`config.mk`:
```
export PLATFORM = sky130hd
export DESIGN_NAME = tlv_entry_stream_parser_core
export DESIGN_NICKNAME = d
export VERILOG_FILES = /design/src/rtl/tlvp_pkg.sv /design/src/rtl/tlvp_parser.sv /design/src/rtl/tlv_entry_stream_parser_core.sv
export SDC_FILE = /design/constraint.sdc
export NUM_CORES = 1
export LEC_CHECK = 0
export BUFFER_PORTS_ARGS = -buffer_cell sky130_fd_sc_hd__buf_4
export CAP_MARGIN = 0
export CORE_ASPECT_RATIO = 0.8
export CORE_UTILIZATION = 55
export CTS_CLUSTER_DIAMETER = 150
export DETAILED_ROUTE_END_ITERATION = 6
export GPL_TIMING_DRIVEN = 0
export HOLD_SLACK_MARGIN = 0.02
export PLACE_DENSITY = 0.73
export SETUP_SLACK_MARGIN = 0.05
export SLEW_MARGIN = 40
export SYNTH_ARGS = -nofsm -noshare
export SYNTH_HDL_FRONTEND = slang
export SYNTH_SLANG_ARGS = --single-unit
```
`constraint.sdc`:
```
create_clock -name clk -period 11.8 [get_ports clk]
set_clock_uncertainty 0.05 [all_clocks]
set_input_delay 0.59 -clock clk [delete_from_list [all_inputs] [get_ports clk]]
set_output_delay 0.59 -clock clk [all_outputs]
set_load 0.005 [all_outputs]
```
`src/rtl/tlvp_pkg.sv`:
```
// Package: types, constants and helpers of the TLV entry stream parser.
package tlvp_pkg;

    localparam int POSITION_BITS_DEFAULT = 8;

    localparam int OUT_TDATA_BITS = 104;
    localparam int OUT_TUSER_BITS = 2;

    localparam logic [5:0] TYPE_STRUCT = 6'd1;
    localparam logic [5:0] TYPE_PACKET = 6'd2;
    localparam logic [5:0] TYPE_BYTES  = 6'd3;

    typedef enum logic [1:0] {
        PH_HDR0,
        PH_HDR1,
        PH_LEN,
        PH_BODY
    } phase_t;

    typedef struct packed {
        logic [7:0]         entry_offset;
        logic [4:0]         first_letter;
        logic [4:0]         second_letter;
        logic [5:0]         type_code;
        logic [8:0]         payload_length;
        logic signed [63:0] int_value;
        logic               is_integer;
        logic               truncated;
    } tlvp_result_t;

    function automatic logic is_long_int(input logic [5:0] t);
        return (t[5:4] == 2'b01);
    endfunction

    function automatic logic is_short_int(input logic [5:0] t);
        return t[5];
    endfunction

    function automatic logic has_length_byte(input logic [5:0] t);
        return (t == TYPE_STRUCT) || (t == TYPE_PACKET) || (t == TYPE_BYTES);
    endfunction

    // Payload length of types whose length follows from the type alone.
    function automatic logic [8:0] fixed_length(input logic [5:0] t);
        logic [8:0] len;
        len = 9'd0;
        if (t[5])
            len = 9'd0;
        else if (t[4])
            len = 9'(t[2:0]) + 9'd1;
        else if (t[3])
            len = 9'(t[2:0]);
        else if (t[2] && (t[1:0] != 2'b00))
            len = 9'd1 << t[1:0];
        else
            len = 9'd0;
        return len;
    endfunction

endpackage

```
`src/rtl/tlvp_parser.sv`:
```
// Entry parser: per-byte state machine and result formation.
module tlvp_parser #(
    parameter int POSITION_BITS = tlvp_pkg::POSITION_BITS_DEFAULT
) (
    input  logic                  clk,
    input  logic                  rst_n,
    input  logic                  step,
    input  logic [7:0]            data_byte,
    input  logic                  last_byte,
    output logic                  res_valid,
    output tlvp_pkg::tlvp_result_t res
);
    import tlvp_pkg::*;

    phase_t                   phase_reg, phase_next, phase_step;
    logic [POSITION_BITS-1:0] position_reg, position_next;
    logic [7:0]               start_reg, start_next;
    logic [9:0]               letters_reg, letters_next;
    logic [5:0]               type_reg, type_next;
    logic [8:0]               left_reg, left_next, left_step;
    logic [8:0]               known_reg, known_next;
    logic [63:0]              acc_reg, acc_next, acc_step;
    logic [2:0]               idx_reg, idx_next, idx_step;
    logic                     done;
    logic [63:0]              value;

    always_ff @(posedge clk or negedge rst_n)
    begin
        if (!rst_n)
        begin
            phase_reg    <= PH_HDR0;
            position_reg <= '0;
            start_reg    <= '0;
            letters_reg  <= '0;
            type_reg     <= '0;
            left_reg     <= '0;
            known_reg    <= '0;
            acc_reg      <= '0;
            idx_reg      <= '0;
        end
        else if (step)
        begin
            phase_reg    <= phase_next;
            position_reg <= position_next;
            start_reg    <= start_next;
            letters_reg  <= letters_next;
            type_reg     <= type_next;
            left_reg     <= left_next;
            known_reg    <= known_next;
            acc_reg      <= acc_next;
            idx_reg      <= idx_next;
        end
    end

    always_comb
    begin
        phase_step   = phase_reg;
        start_next   = start_reg;
        letters_next = letters_reg;
        type_next    = type_reg;
        left_step    = left_reg;
        known_next   = known_reg;
        acc_step     = acc_reg;
        idx_step     = idx_reg;
        done         = 1'b0;

        case (phase_reg)
            PH_HDR0:
            begin
                start_next   = position_reg[7:0];
                letters_next = {5'd0, data_byte[4:0]};
                type_next    = {3'd0, data_byte[7:5]};
                acc_step     = '0;
                idx_step     = '0;
                known_next   = '0;
                left_step    = '0;
                phase_step   = PH_HDR1;
            end
            PH_HDR1:
            begin
                letters_next = {data_byte[4:0], letters_reg[4:0]};
                type_next    = {data_byte[7:5], type_reg[2:0]};
                if (has_length_byte(type_next))
                    phase_step = PH_LEN;
                else
                begin
                    known_next = fixed_length(type_next);
                    left_step  = known_next;
                    if (known_next == 9'd0)
                        done = 1'b1;
                    else
                        phase_step = PH_BODY;
                end
            end
            PH_LEN:
            begin
                if (type_reg == TYPE_BYTES)
                    known_next = 9'(data_byte) + 9'd1;
                else if (data_byte == 8'd0)
                    known_next = 9'd1;
                else
                    known_next = 9'(data_byte);
                left_step = known_next - 9'd1;
                if (left_step == 9'd0)
                    done = 1'b1;
                else
                    phase_step = PH_BODY;
            end
            default:
            begin
                if (is_long_int(type_reg))
                begin
                    for (int k = 0; k < 8; k++)
                        if (idx_reg == 3'(k))
                            acc_step[8*k +: 8] = acc_reg[8*k +: 8] | data_byte;
                    idx_step = idx_reg + 3'd1;
                end
                left_step = left_reg - 9'd1;
                if (left_step == 9'd0)
                    done = 1'b1;
            end
        endcase

        if (done)
            phase_step = PH_HDR0;

        position_next = position_reg + POSITION_BITS'(1);
        phase_next    = phase_step;
        left_next     = left_step;
        acc_next      = acc_step;
        idx_next      = idx_step;
        if (last_byte)
        begin
            phase_next    = PH_HDR0;
            position_next = '0;
            left_next     = '0;
            acc_next      = '0;
            idx_next      = '0;
        end
    end

    // Long integers are sign-and-magnitude: negate when type bit 3 is set.
    always_comb
    begin
        value = '0;
        if (is_short_int(type_next))
            value = 64'(type_next[4:0]);
        else if (is_long_int(type_next))
            value = type_next[3] ? (64'd0 - acc_step) : acc_step;
    end

    always_comb
    begin
        res_valid          = done || last_byte;
        res.entry_offset   = start_next;
        res.first_letter   = letters_next[4:0];
        res.second_letter  = letters_next[9:5];
        res.type_code      = type_next;
        res.truncated      = !done;
        if (done)
        begin
            res.payload_length = known_next;
            res.int_value      = value;
            res.is_integer     = is_short_int(type_next) || is_long_int(type_next);
        end
        else
        begin
            res.payload_length = (phase_step == PH_BODY) ? known_next : 9'd0;
            res.int_value      = '0;
            res.is_integer     = 1'b0;
        end
    end

endmodule

```
`src/rtl/tlv_entry_stream_parser_core.sv`:
```
// Top level: TLV entry stream parser with registered input and output stages.
//
// Usage
//   s_axis: one byte of the packet entry area per transfer; tlast marks the
//   final byte of the area, after which parsing restarts at offset zero.
//   m_axis: one transfer per completed entry, or one with the truncated flag
//   when the area ends part-way through an entry.
//   Path: input register, then result register; m_axis_tvalid rises when the
//   result of the byte that completes the entry is loaded into the result register.
//   Throughput: one byte per cycle unless m_axis stalls; the per-byte state
//   update and the 64-bit value negate sit between the input and result registers.
//   Reset: parser state returns to the first header byte at offset zero and
//   both stages empty.
//   Stall: while m_axis_tready is low a waiting result holds; one more byte
//   may be taken into the input register, then s_axis_tready drops.
module tlv_entry_stream_parser_core #(
    parameter int POSITION_BITS = tlvp_pkg::POSITION_BITS_DEFAULT
) (
    input  logic                                  clk,
    input  logic                                  rst_n,
    input  logic                                  s_axis_tvalid,
    output logic                                  s_axis_tready,
    input  logic [7:0]                            s_axis_tdata,  // data_byte
    input  logic                                  s_axis_tlast,  // last_byte
    output logic                                  m_axis_tvalid,
    input  logic                                  m_axis_tready,
    // entry_offset, first_letter, second_letter, type_code, payload_length,
    // int_value, zero pad
    output logic [tlvp_pkg::OUT_TDATA_BITS-1:0]   m_axis_tdata,
    output logic [tlvp_pkg::OUT_TUSER_BITS-1:0]   m_axis_tuser   // is_integer, truncated
);
    import tlvp_pkg::*;

    logic         in_valid_reg;
    logic [7:0]   in_data_reg;
    logic         in_last_reg;
    logic         out_valid_reg;
    tlvp_result_t out_reg;
    logic         out_free;
    logic         step;
    logic         res_valid;
    tlvp_result_t res;

    assign out_free      = !out_valid_reg || m_axis_tready;
    assign step          = in_valid_reg && out_free;
    assign s_axis_tready = !in_valid_reg || out_free;

    always_ff @(posedge clk or negedge rst_n)
    begin
        if (!rst_n)
            in_valid_reg <= 1'b0;
        else if (s_axis_tready)
            in_valid_reg <= s_axis_tvalid;
    end

    always_ff @(posedge clk)
    begin
        if (s_axis_tvalid && s_axis_tready)
        begin
            in_data_reg <= s_axis_tdata;
            in_last_reg <= s_axis_tlast;
        end
    end

    tlvp_parser #(
        .POSITION_BITS (POSITION_BITS)
    ) u_parser (
        .clk       (clk),
        .rst_n     (rst_n),
        .step      (step),
        .data_byte (in_data_reg),
        .last_byte (in_last_reg),
        .res_valid (res_valid),
        .res       (res)
    );

    always_ff @(posedge clk or negedge rst_n)
    begin
        if (!rst_n)
            out_valid_reg <= 1'b0;
        else if (out_free)
            out_valid_reg <= step && res_valid;
    end

    always_ff @(posedge clk)
    begin
        if (step && res_valid)
            out_reg <= res;
    end

    assign m_axis_tvalid = out_valid_reg;
    assign m_axis_tdata  = {7'd0, out_reg.int_value, out_reg.payload_length,
                            out_reg.type_code, out_reg.second_letter,
                            out_reg.first_letter, out_reg.entry_offset};
    assign m_axis_tuser  = {out_reg.truncated, out_reg.is_integer};

endmodule

```
[Yosys cells after proc, flatten, opt, wreduce, memory -nomap -nowiden]
Index checks and enable logic that the tools add are counted.
Widths: inputs -> output; s select.
Storage, ports and cells
  register bits after elaboration: 229
  bits of input ports: 13
  output and inout port bits: 108
  word-level logic and storage cells: 131
Cells by class
  $add $sub $neg: 7
  eq/ne operators: 18
  shift-type cells: 1
  muxes and demuxes: 48
  bitwise operators: 10
  reductions and logical operators: 25
Operator list (count)
  $mux 64: 5
  $pmux 64 s2: 1
  $mux 9: 12
  $mux 8: 11
  $mux 74: 1
  $or 8x8->8: 8
  $sub 1x64->64 const A: 1
  $pmux 9 s3: 2
  $logic_not 9->1: 3
  $pmux 10 s2: 1
  $eq 6x2->1 const B: 3
  $sub 9x1->9 const B: 2
  $eq 3x3->1 const B: 4
  $pmux 6 s2: 1
  $mux 2: 5
  $add 8x1->9 const B: 1
  $shl 1x2->9 const A: 1
  $add 8x1->8 const B: 1
  $logic_not 8->1: 1
  $eq 2x1->1 const B: 3
  $eq 3x2->1 const B: 2
  $eq 6x1->1 const B: 1
  $logic_or 1x1->1: 6
  $mux 3: 2
  21 further kinds: 31

[Longest topological paths before layout]
Gate-level depths: netlist (run 1).
  word-level depth: 16
  gate-level depth with buffers: 17

[Modules after synthesis]
From an unflattened synthesis (run 1), not the netlist that was laid out.
Unflattened totals
  cells, all modules: 1285
  area total of the unflattened synthesis: 12738.5 µm²
Modules (own cells, without submodules)
  tlvp_parser: instances 1, cells an instance 1159, area each 9327.7 µm²
  tlv_entry_stream_parser_core: instances 1, cells an instance 126, area each 3410.8 µm²

[Least setup slack after synthesis (run 1)]
No wires, ideal clock.
  path type: register to register
  from: register u_parser.type_reg[0]
  to: register out_reg, in the netlist m_axis_tdata[0], enable pin
  data arrival time: 7.734 ns
  required time: 11.161 ns
  path slack: 3.427 ns
  stages on the path, launching flop included: 15
  cells stage by stage: dfrtp_1 -> ha_1 -> clkbuf_1 -> and2_1 -> buf_2 -> a31oi_1 -> mux2_2 -> ha_1 -> inv_1 -> a311oi_1 -> a22oi_1 -> o211a_1 -> nor4_4 -> nor2_1 -> a21oi_1
Between the ends
  cells in the longest elaborated chain, start to end: 14
RTL lines
  from (decl): RTL line tlvp_parser.sv:19  | logic [5:0] type_reg, type_next;
  from (signal assigned): RTL line tlvp_parser.sv:47  | type_reg <= type_next;
  parallel branches: the longest is 11 deep, another holds $sub 9x1->9
  $pmux 1 s3 *: RTL line tlvp_parser.sv:67  | case (phase_reg)
  $logic_or 1x1->1 *: RTL line tlvp_parser.sv:154  | res_valid = done || last_byte;
  $logic_and 1x1->1 *: RTL line tlv_entry_stream_parser_core.sv:87  | if (step && res_valid)
  to (signal assigned): RTL line tlv_entry_stream_parser_core.sv:88  | out_reg <= res;
  to (decl): RTL line tlv_entry_stream_parser_core.sv:38  | tlvp_result_t out_reg;
Every way passes the cells marked *. The select of a mux whose other input is x is not followed.
A chain may end at the register's enable or synchronous reset.

[Final worst setup path (run 1)]
  from: register u_parser.phase_reg[0]
  to: register out_reg, in the netlist m_axis_tdata[87] (data pin)
Between the ends
  cells in the longest elaborated chain, start to end: 5
RTL lines
  from (decl): RTL line tlvp_parser.sv:15  | phase_t phase_reg, phase_next, phase_step;
  from (signal assigned): RTL line tlvp_parser.sv:43  | phase_reg <= phase_next;
  $eq 2x1->1 (tied with other cells): RTL line tlvp_parser.sv:67
  $reduce_or 2->1 (no line) / $pmux 6 s2 (equally long branches)
  $pmux 64 s2 / $eq 2x1->1 (equally long branches): RTL line tlvp_parser.sv:67, tlvp_pkg.sv:32
  $sub 1x64->64 / $not 1->1 (equally long branches)
  $mux 64 / $reduce_or 3->1 (equally long branches)
Several ways; a longest one is shown, not always the timed one.

==> metrics, run 1 <==
final layout net count 1484; vias per cell 6.46; global-route wire length before repair 64.1 mm; pwr/cell area 190 nW/um^2; iteration count of the initial detailed-routing pass 6; clock insertion delay at the later pin of the skew report 540 ps; die area 24000 um^2; FP Rows 49; peak per-stage delay on the critical path 660 ps; clock sink total 229; Worst path slowest cell sky130_fd_sc_hd__or4_1; quantity of I/O buffers inserted on ports 113; cell count after synthesis 1295; CP delay by family, top simple AND/OR/NAND/NOR gates; Hold Startpoint s_axis_tdata[4]; number of cells traversed by the worst register-to-register path 17; Antenna Nets Post-Route 0; path type of the worst min-delay path input port to flop; number of design-rule violations left by the first detailed-router iteration 1404; final max-slew violation count 0; total negative slack for setup checks 0 ps; initial antenna violation count 0; fraction of post-synthesis cell area in the top cell type by area 0.252; critical path required time 11990 ps; Worst-Margin Slew 906 ps; achievable clock frequency 174 MHz; DP Cell Count 1727; final clock period utilization by the worst path 0.487; reg2reg end m_axis_tdata[87]; async set-or-reset flop fraction in the synthesized netlist 0.528; biggest fanout along the worst timing path 10; max-capacitance violation count 0; kind of end point of the critical path flop; Setup crit start kind flop; Die Span X 173 um; total clock buffers created by CTS 24; Net Switching 1140 uW; fraction of power consumed by the clock network 0.265; internal reg-to-reg setup slack 6050 ps; RSZ-0062 raised after global routing false; worst relative slew slack 0.396; Wirelength per Cell 24.0 um; data arrival time of the critical path 5940 ps; maximum number of pins on one net before global-route repair 46; DP Wirelength 30.5 mm; summed instance area of the synthesized netlist 12900 um^2; design internal power 1740 uW; Hold Path Stages 1; final weighted congestion in routability-driven placement 1.01; Synth Flop Type sky130_fd_sc_hd__dfrtp_1; remaining global-route overflow 0; Worst Hold End in_data_reg[4]; worst hold slack 172 ps; Total Power Consumption 2880 uW; share of total power in sequential cells 0.366; buffer cell driving the clock tree root sky130_fd_sc_hd__clkbuf_16; number of buffers between clock root and the deepest sink 3; via total after detailed routing 11500; post-layout instance count excluding filler cells 1772; cell types occupying the most area after synthesis sky130_fd_sc_hd__edfxtp_1, sky130_fd_sc_hd__dfrtp_1, sky130_fd_sc_hd__nand2_1; kind of critical path flop to flop; number of fillers in the final layout 1790; Bufs and invs on worst path 7; final standard cell utilization of the core 0.665; initial cell density of the core 0.567; clock slew seen by the registers of the worst setup and hold paths 70 ps; fraction of layout instances using a drive strength above 1 0.161; DR DRC count 0; combined global-route utilization of all metal layers 0.351; status completed; peak ir drop on the vdd network 0.146 mV; biggest area consumer among synthesized cells sky130_fd_sc_hd__edfxtp_1; Layout Area Growth over Synthesis 17.4%; proportion of total power due to net switching 0.395; part of the power in combinational logic 0.370; mean cell area of the mapped netlist 9.95 um^2; number of flip-flops under the largest register name 97; die height 139 um; CTS tree done; Synth Warn # 0; post-synthesis register bit count 229; via count of the first global-routing pass 10500; EDFF count, synth 108; worst r2r src u_parser.phase_reg[0]; chain of cells forming the critical path inv_1, ha_1, or2_1, buf_6, buf_2, buf_1, clkbuf_1, a21oi_1, ha_1, inv_1, or4_1, or3_4, nor4_4, buf_6, a41oi_1, xnor2_1, nor3_1; Routed Wire Length 42.6 mm; unique cell type count in the Yosys netlist 81; I/O pin count 121; sequential-to-total area share from yosys stat 0.487; final hold viol count 0; leakage 0.00593 uW; number of antenna diodes 0; total of endpoints with negative setup slack in the final report 0; final critical path time including I/O delays and setup 5750 ps; Post-CTS Repair Setup Buffers 0; Placeable Area 22700 um^2; maximum level of the CTS H-tree 1
[layer usage]
layer / vias to the layer above / part of all wire / GRT usage
li1: 5088 / - / -
met1: 5518 / 0.45 / 0.546
met2: 745 / 0.40 / 0.481
met3: 101 / 0.12 / 0.0850
met4: 0 / 0.027 / 0.0964
met5: - / 0 / 0
[worst max-delay path by stage]
stage                                startpoint                to  slack [ps]  cells after the start
final                     u_parser.phase_reg[0]  m_axis_tdata[87]        6050                     17
after global routing      u_parser.phase_reg[0]  m_axis_tdata[95]        5960                     17
after CTS                 u_parser.phase_reg[0]  m_axis_tdata[87]        6290                     17
after detailed placement  u_parser.phase_reg[0]  m_axis_tdata[87]        6360                     17
after global placement           in_data_reg[0]  m_axis_tdata[62]         510                     12
after floorplan            u_parser.type_reg[0]   m_axis_tdata[0]        3430                     14
[cell families after synthesis]
group                    count (synthesis)  synth area share
flip-flops                             229             0.487
other                                    1          0.000291
multiplexers                            23            0.0196
XOR/XNOR                                80            0.0544
buffers and inverters                  137            0.0456
AO/OA/AOI/OAI                          346             0.191
adder cells (fa/ha/maj)                 23            0.0223
AND/OR/NAND/NOR                        456             0.181
[layout make-up]
type / instances / area (um^2) / area share
clock inverter: 7 / 71.3 / 0.00472
clock buffer: 37 / 712 / 0.0471
buffer: 103 / 462 / 0.0305
inverter: 34 / 128 / 0.00844
timing repair buffer: 121 / 1010 / 0.0667
sequential: 229 / 6270 / 0.415
multi-input combinational: 935 / 6090 / 0.403
tap: 306 / 383 / 0.0253
[repair_timing]
action	in CTS	in global routing
endpoints found under the hold margin	38	0
resized for setup	0	0
hold buffers	1	0
[power groups by stage]
stage          registers [uW]  clock network [uW]  logic, uW
3_5_place_dp             1060                   0       1020
4_1_cts                  1050                 765       1020
6_report                 1050                 762       1060
3_3_place_gp             1080                   0        987
5_1_grt                  1060                 792       1120
2_1_floorplan            1070                   0        590
[through the flow]
| step | instance area (um^2) | worst slack, ps |
|---|---|---|
| after floorplan | 12900 | 3430 |
| after global placement | 14100 | 506 |
| after detailed placement | 14300 | 6360 |
| after CTS | 15100 | 6290 |
| after global routing | 15100 | 5960 |
| final | 15100 | 6050 |
[synth_stat cells (4+ instances only)]
cell                          n
sky130_fd_sc_hd__nand2_1    145
sky130_fd_sc_hd__dfrtp_1    121
sky130_fd_sc_hd__edfxtp_1   108
sky130_fd_sc_hd__nor2_1      95
sky130_fd_sc_hd__nor3_1      80
sky130_fd_sc_hd__o21ai_0     79
sky130_fd_sc_hd__clkbuf_1    63
sky130_fd_sc_hd__a22o_1      57
sky130_fd_sc_hd__a21oi_1     46
sky130_fd_sc_hd__a22oi_1     43
sky130_fd_sc_hd__xnor2_1     43
sky130_fd_sc_hd__xor2_1      37
sky130_fd_sc_hd__inv_1       33
sky130_fd_sc_hd__a31oi_1     24
sky130_fd_sc_hd__ha_1        23
sky130_fd_sc_hd__mux2_2      18
sky130_fd_sc_hd__buf_2       17
sky130_fd_sc_hd__nand2b_1    17
sky130_fd_sc_hd__nand3_1     15
sky130_fd_sc_hd__o32ai_1     15
sky130_fd_sc_hd__a32o_1      14
sky130_fd_sc_hd__and2_1      13
sky130_fd_sc_hd__buf_1       12
sky130_fd_sc_hd__nor4_1      12
sky130_fd_sc_hd__nand4_1      9
sky130_fd_sc_hd__nor2b_1      9
sky130_fd_sc_hd__and4b_1      8
sky130_fd_sc_hd__buf_4        8
sky130_fd_sc_hd__o22ai_1      8
sky130_fd_sc_hd__o31ai_1      7
sky130_fd_sc_hd__a41oi_1      6
sky130_fd_sc_hd__and3_1       6
sky130_fd_sc_hd__or3_1        6
sky130_fd_sc_hd__a211oi_1     5
sky130_fd_sc_hd__mux2i_1      5
sky130_fd_sc_hd__nor3_2       5
sky130_fd_sc_hd__or4_1        5
sky130_fd_sc_hd__a221oi_1     4
sky130_fd_sc_hd__o21ai_1      4
sky130_fd_sc_hd__o2bb2ai_1    4
[layout by cell type, fill, tap and decap left out, types with 43 or more instances in the layout]
| cell | netlist | layout |
|---|---|---|
| sky130_fd_sc_hd__clkbuf_1 | 63 | 72 |
| sky130_fd_sc_hd__nor2_1 | 95 | 93 |
| sky130_fd_sc_hd__a22oi_1 | 43 | 43 |
| sky130_fd_sc_hd__nand2_1 | 145 | 145 |
| sky130_fd_sc_hd__nor3_1 | 80 | 80 |
| sky130_fd_sc_hd__o21ai_0 | 79 | 79 |
| sky130_fd_sc_hd__dfrtp_1 | 121 | 121 |
| sky130_fd_sc_hd__edfxtp_1 | 108 | 108 |
| sky130_fd_sc_hd__a22o_1 | 57 | 57 |
| sky130_fd_sc_hd__a21oi_1 | 46 | 45 |
| sky130_fd_sc_hd__buf_4 | 8 | 120 |
| sky130_fd_sc_hd__xnor2_1 | 43 | 43 |
[worst reg2reg max path: stages (launching register included)]
cell                       delay, ps
sky130_fd_sc_hd__dfrtp_1         440
sky130_fd_sc_hd__inv_1           160
sky130_fd_sc_hd__ha_1            450
sky130_fd_sc_hd__or2_1           270
sky130_fd_sc_hd__buf_6           160
sky130_fd_sc_hd__buf_2           220
sky130_fd_sc_hd__buf_1           270
sky130_fd_sc_hd__clkbuf_1        460
sky130_fd_sc_hd__a21oi_1         410
sky130_fd_sc_hd__ha_1            260
sky130_fd_sc_hd__inv_1            80
sky130_fd_sc_hd__or4_1           660
sky130_fd_sc_hd__or3_4           460
sky130_fd_sc_hd__nor4_4          460
sky130_fd_sc_hd__buf_6           220
sky130_fd_sc_hd__a41oi_1         140
sky130_fd_sc_hd__xnor2_1         220
sky130_fd_sc_hd__nor3_1           80
(Power assumes the default switching activity.)
==> run 2, diff against run 1 <==
CORE_UTILIZATION = 54   (was 55)
PLACE_DENSITY = 0.75   (was 0.73)
clock period = 5.14 ns   (was 11.8 ns; I/O delays follow)
==> run 2 against run 1 <==
Net effect: critical endpoint is now m_axis_tdata[91]; largest power group unchanged; critical path depth is 1 lower; total power grew 130%; clock-buffer cell count shrank 7; sequential share of layout area fell by 0.47 points; setup slack got worse by 5800 ps; global-route usage down 1.7 points; critical path type unchanged; first-iteration DRC count down 7.1%; register-to-register slack got worse by 5800 ps; cell area rose by 1.2%; cell count increased by 0.96%; combinational power up 130%; via count increased by 0.60%.
==> metrics, run 2 (synthesis results as in run 1) <==
final hold viol count 0 (unchanged); number of buffers between clock root and the deepest sink 3 (unchanged); remaining global-route overflow 0 (unchanged); FP Rows 50 (was 49); combined global-route utilization of all metal layers 0.334 (was 0.351); maximum number of pins on one net before global-route repair 69 (was 46); via count of the first global-routing pass 10600 (was 10500); die area 24500 um^2 (was 24000 um^2); buffer cell driving the clock tree root sky130_fd_sc_hd__clkbuf_16 (unchanged); maximum level of the CTS H-tree 1 (unchanged); final layout net count 1495 (was 1484); clock sink total 229 (unchanged); vias per cell 6.44 (was 6.46); data arrival time of the critical path 5090 ps (was 5940 ps); die height 140 um (was 139 um); Setup crit start kind flop (unchanged); clock slew seen by the registers of the worst setup and hold paths 60 ps (was 70 ps); area taken by multi-input logic gates 6120 um^2 (was 6090 um^2); global-route wire length before repair 62.7 mm (was 64.1 mm); DP Wirelength 29.6 mm (was 30.5 mm); achievable clock frequency 204 MHz (was 174 MHz); via total after detailed routing 11500 (about the same); total of endpoints with negative setup slack in the final report 0 (unchanged); worst relative slew slack 0.394 (was 0.396); number of fillers in the final layout 1934 (was 1790); Routed Wire Length 41.4 mm (was 42.6 mm); initial antenna violation count 1 (was 0); number of antenna diodes 0 (unchanged); max-capacitance violation count 0 (unchanged); final max-slew violation count 0 (unchanged); peak ir drop on the vdd network 0.262 mV (was 0.146 mV); Worst path slowest cell sky130_fd_sc_hd__or4_4 (was sky130_fd_sc_hd__or4_1); final clock period utilization by the worst path 0.951 (was 0.487); number of design-rule violations left by the first detailed-router iteration 1305 (was 1404); number of flip-flops under the largest register name 97 (unchanged); final critical path time including I/O delays and setup 4890 ps (was 5750 ps); final weighted congestion in routability-driven placement 1.01 (about the same); initial cell density of the core 0.551 (was 0.567); DR DRC count 0 (unchanged); kind of end point of the critical path flop (unchanged); Final Cell Area 15300 um^2 (was 15100 um^2); biggest fanout along the worst timing path 19 (was 10); area taken by flip-flops and latches 6270 um^2 (unchanged); status completed (unchanged); Placeable Area 23400 um^2 (was 22700 um^2); RSZ-0062 raised after global routing false (unchanged); Die Span X 175 um (was 173 um); most frequent standard cell in the layout excluding fill and tap cells sky130_fd_sc_hd__nand2_1 (unchanged); standard cell area after detailed placement 14300 um^2 (about the same); CTS tree done (unchanged); worst hold slack 176 ps (was 172 ps); pwr/cell area 435 nW/um^2 (was 190 nW/um^2); kind of critical path flop to flop (unchanged); quantity of I/O buffers inserted on ports 113 (unchanged); Antenna Nets Post-Route 0 (unchanged); path type of the worst min-delay path input port to asynchronous set/reset pin (was input port to flop); total negative slack for setup checks 0 ps (unchanged); total clock buffers created by CTS 24 (unchanged); iteration count of the initial detailed-routing pass 7 (was 6); peak per-stage delay on the critical path 590 ps (was 660 ps); fraction of layout instances using a drive strength above 1 0.169 (was 0.161); most used cells in the layout excluding fill and tap cells sky130_fd_sc_hd__nand2_1, sky130_fd_sc_hd__buf_4, sky130_fd_sc_hd__dfrtp_1 (was sky130_fd_sc_hd__nand2_1, sky130_fd_sc_hd__dfrtp_1, sky130_fd_sc_hd__buf_4); critical path required time 5340 ps (was 11990 ps); Wirelength per Cell 23.2 um (was 24.0 um); I/O pin count 121 (unchanged); clock insertion delay at the later pin of the skew report 530 ps (was 540 ps); Worst-Margin Slew 906 ps (about the same); Layout Area Growth over Synthesis 18.7% (was 17.4%); leakage 0.00599 uW (was 0.00593 uW); chain of cells forming the critical path inv_1, ha_2, or2_1, buf_6, buf_2, clkbuf_4, a21oi_2, ha_1, inv_1, or4_4, or3_4, nor4_4, buf_6, a31oi_1, xnor2_1, nor3_1 (was inv_1, ha_1, or2_1, buf_6, buf_2, buf_1, clkbuf_1, a21oi_1, ha_1, inv_1, or4_1, or3_4, nor4_4, buf_6, a41oi_1, xnor2_1, nor3_1)
-- run 2: changes by cell type in the layout (fill, tap and decap cells not counted), sizes merged --
cell and delta:
dlygate4sd3 +11, clkbuf -7, clkinv +2, clkinvlp +2, inv +2, bufinv +1
-- run 2: timing repair --
action                                 in CTS  in global routing
cloned                                      0                  0
setup buffers                               2                  0
setup endpoints to repair                  79                 75
hold buffers                               12                  0
endpoints found under the hold margin      64                  0
pin swaps                                   1                  1
gates resized for setup                     3                  8
-- run 2: power breakdown --
part / internal, uW / leakage, uW / switching, uW
combinational: 764 / 0.00289 / 1690
sequential: 2240 / 0.00270 / 169
clock: 1040 / 0.000396 / 747
-- run 2: path summary, 6_finish.rpt --
check	from	end	slack [ps]	depth (start not counted)
worst max-delay path	u_parser.phase_reg[0]	m_axis_tdata[91]	250	16
worst min-delay path	rst_n	u_parser.acc_reg[48]	180	2
worst max register to register	u_parser.phase_reg[0]	m_axis_tdata[91]	250	16
worst min register to register	u_parser.letters_reg[4]	u_parser.letters_reg[4]	440	2
max in group asynchronous	rst_n	u_parser.letters_reg[7]	4120	3
min in group clk	s_axis_tdata[1]	in_data_reg[1]	400	2
-- run 2: worst max-delay path, delay by kind of cell, from the launching register on --
family | cells | cell delay (ps)
XOR/XNOR | 1 | 280
adder cells (fa/ha/maj) | 2 | 590
AO/OA/AOI/OAI | 2 | 320
flip-flops | 1 | 440
buffers and inverters | 6 | 1160
AND/OR/NAND/NOR | 5 | 1740
-- run 2: final cells by class --
| type | count | area share |
|---|---|---|
| clock inverter | 14 | 0.00875 |
| tap | 312 | 0.0255 |
| clock buffer | 30 | 0.0441 |
| timing repair buffer | 133 | 0.0731 |
| multi-input combinational | 935 | 0.400 |
| inverter | 34 | 0.00834 |
| buffer | 102 | 0.0303 |
| sequential | 229 | 0.410 |
-- run 2: routing by layer --
metal / GRT usage / routed length [um] / share of wire / vias up
met1: 0.508 / 18300 / 0.44 / 5542
met3: 0.0869 / 4850 / 0.12 / 104
met2: 0.463 / 17100 / 0.41 / 752
met4: 0.0998 / 1200 / 0.029 / 0
li1: - / - / - / 5123
met5: 0 / 0 / 0 / -
-- run 2: through the flow --
step / utilization / total power [uW] / worst slack (ps) / cells
2_1_floorplan: - / 3780 / 58.0 / 1301
3_3_place_gp: 0.605 / 4700 / -1630 / 1726
3_5_place_dp: 0.612 / 4770 / -308 / 1732
4_1_cts: 0.652 / 6550 / 88.8 / 1789
5_1_grt: 0.654 / 6900 / 122 / 1789
6_report: 0.654 / 6650 / 250 / 1789
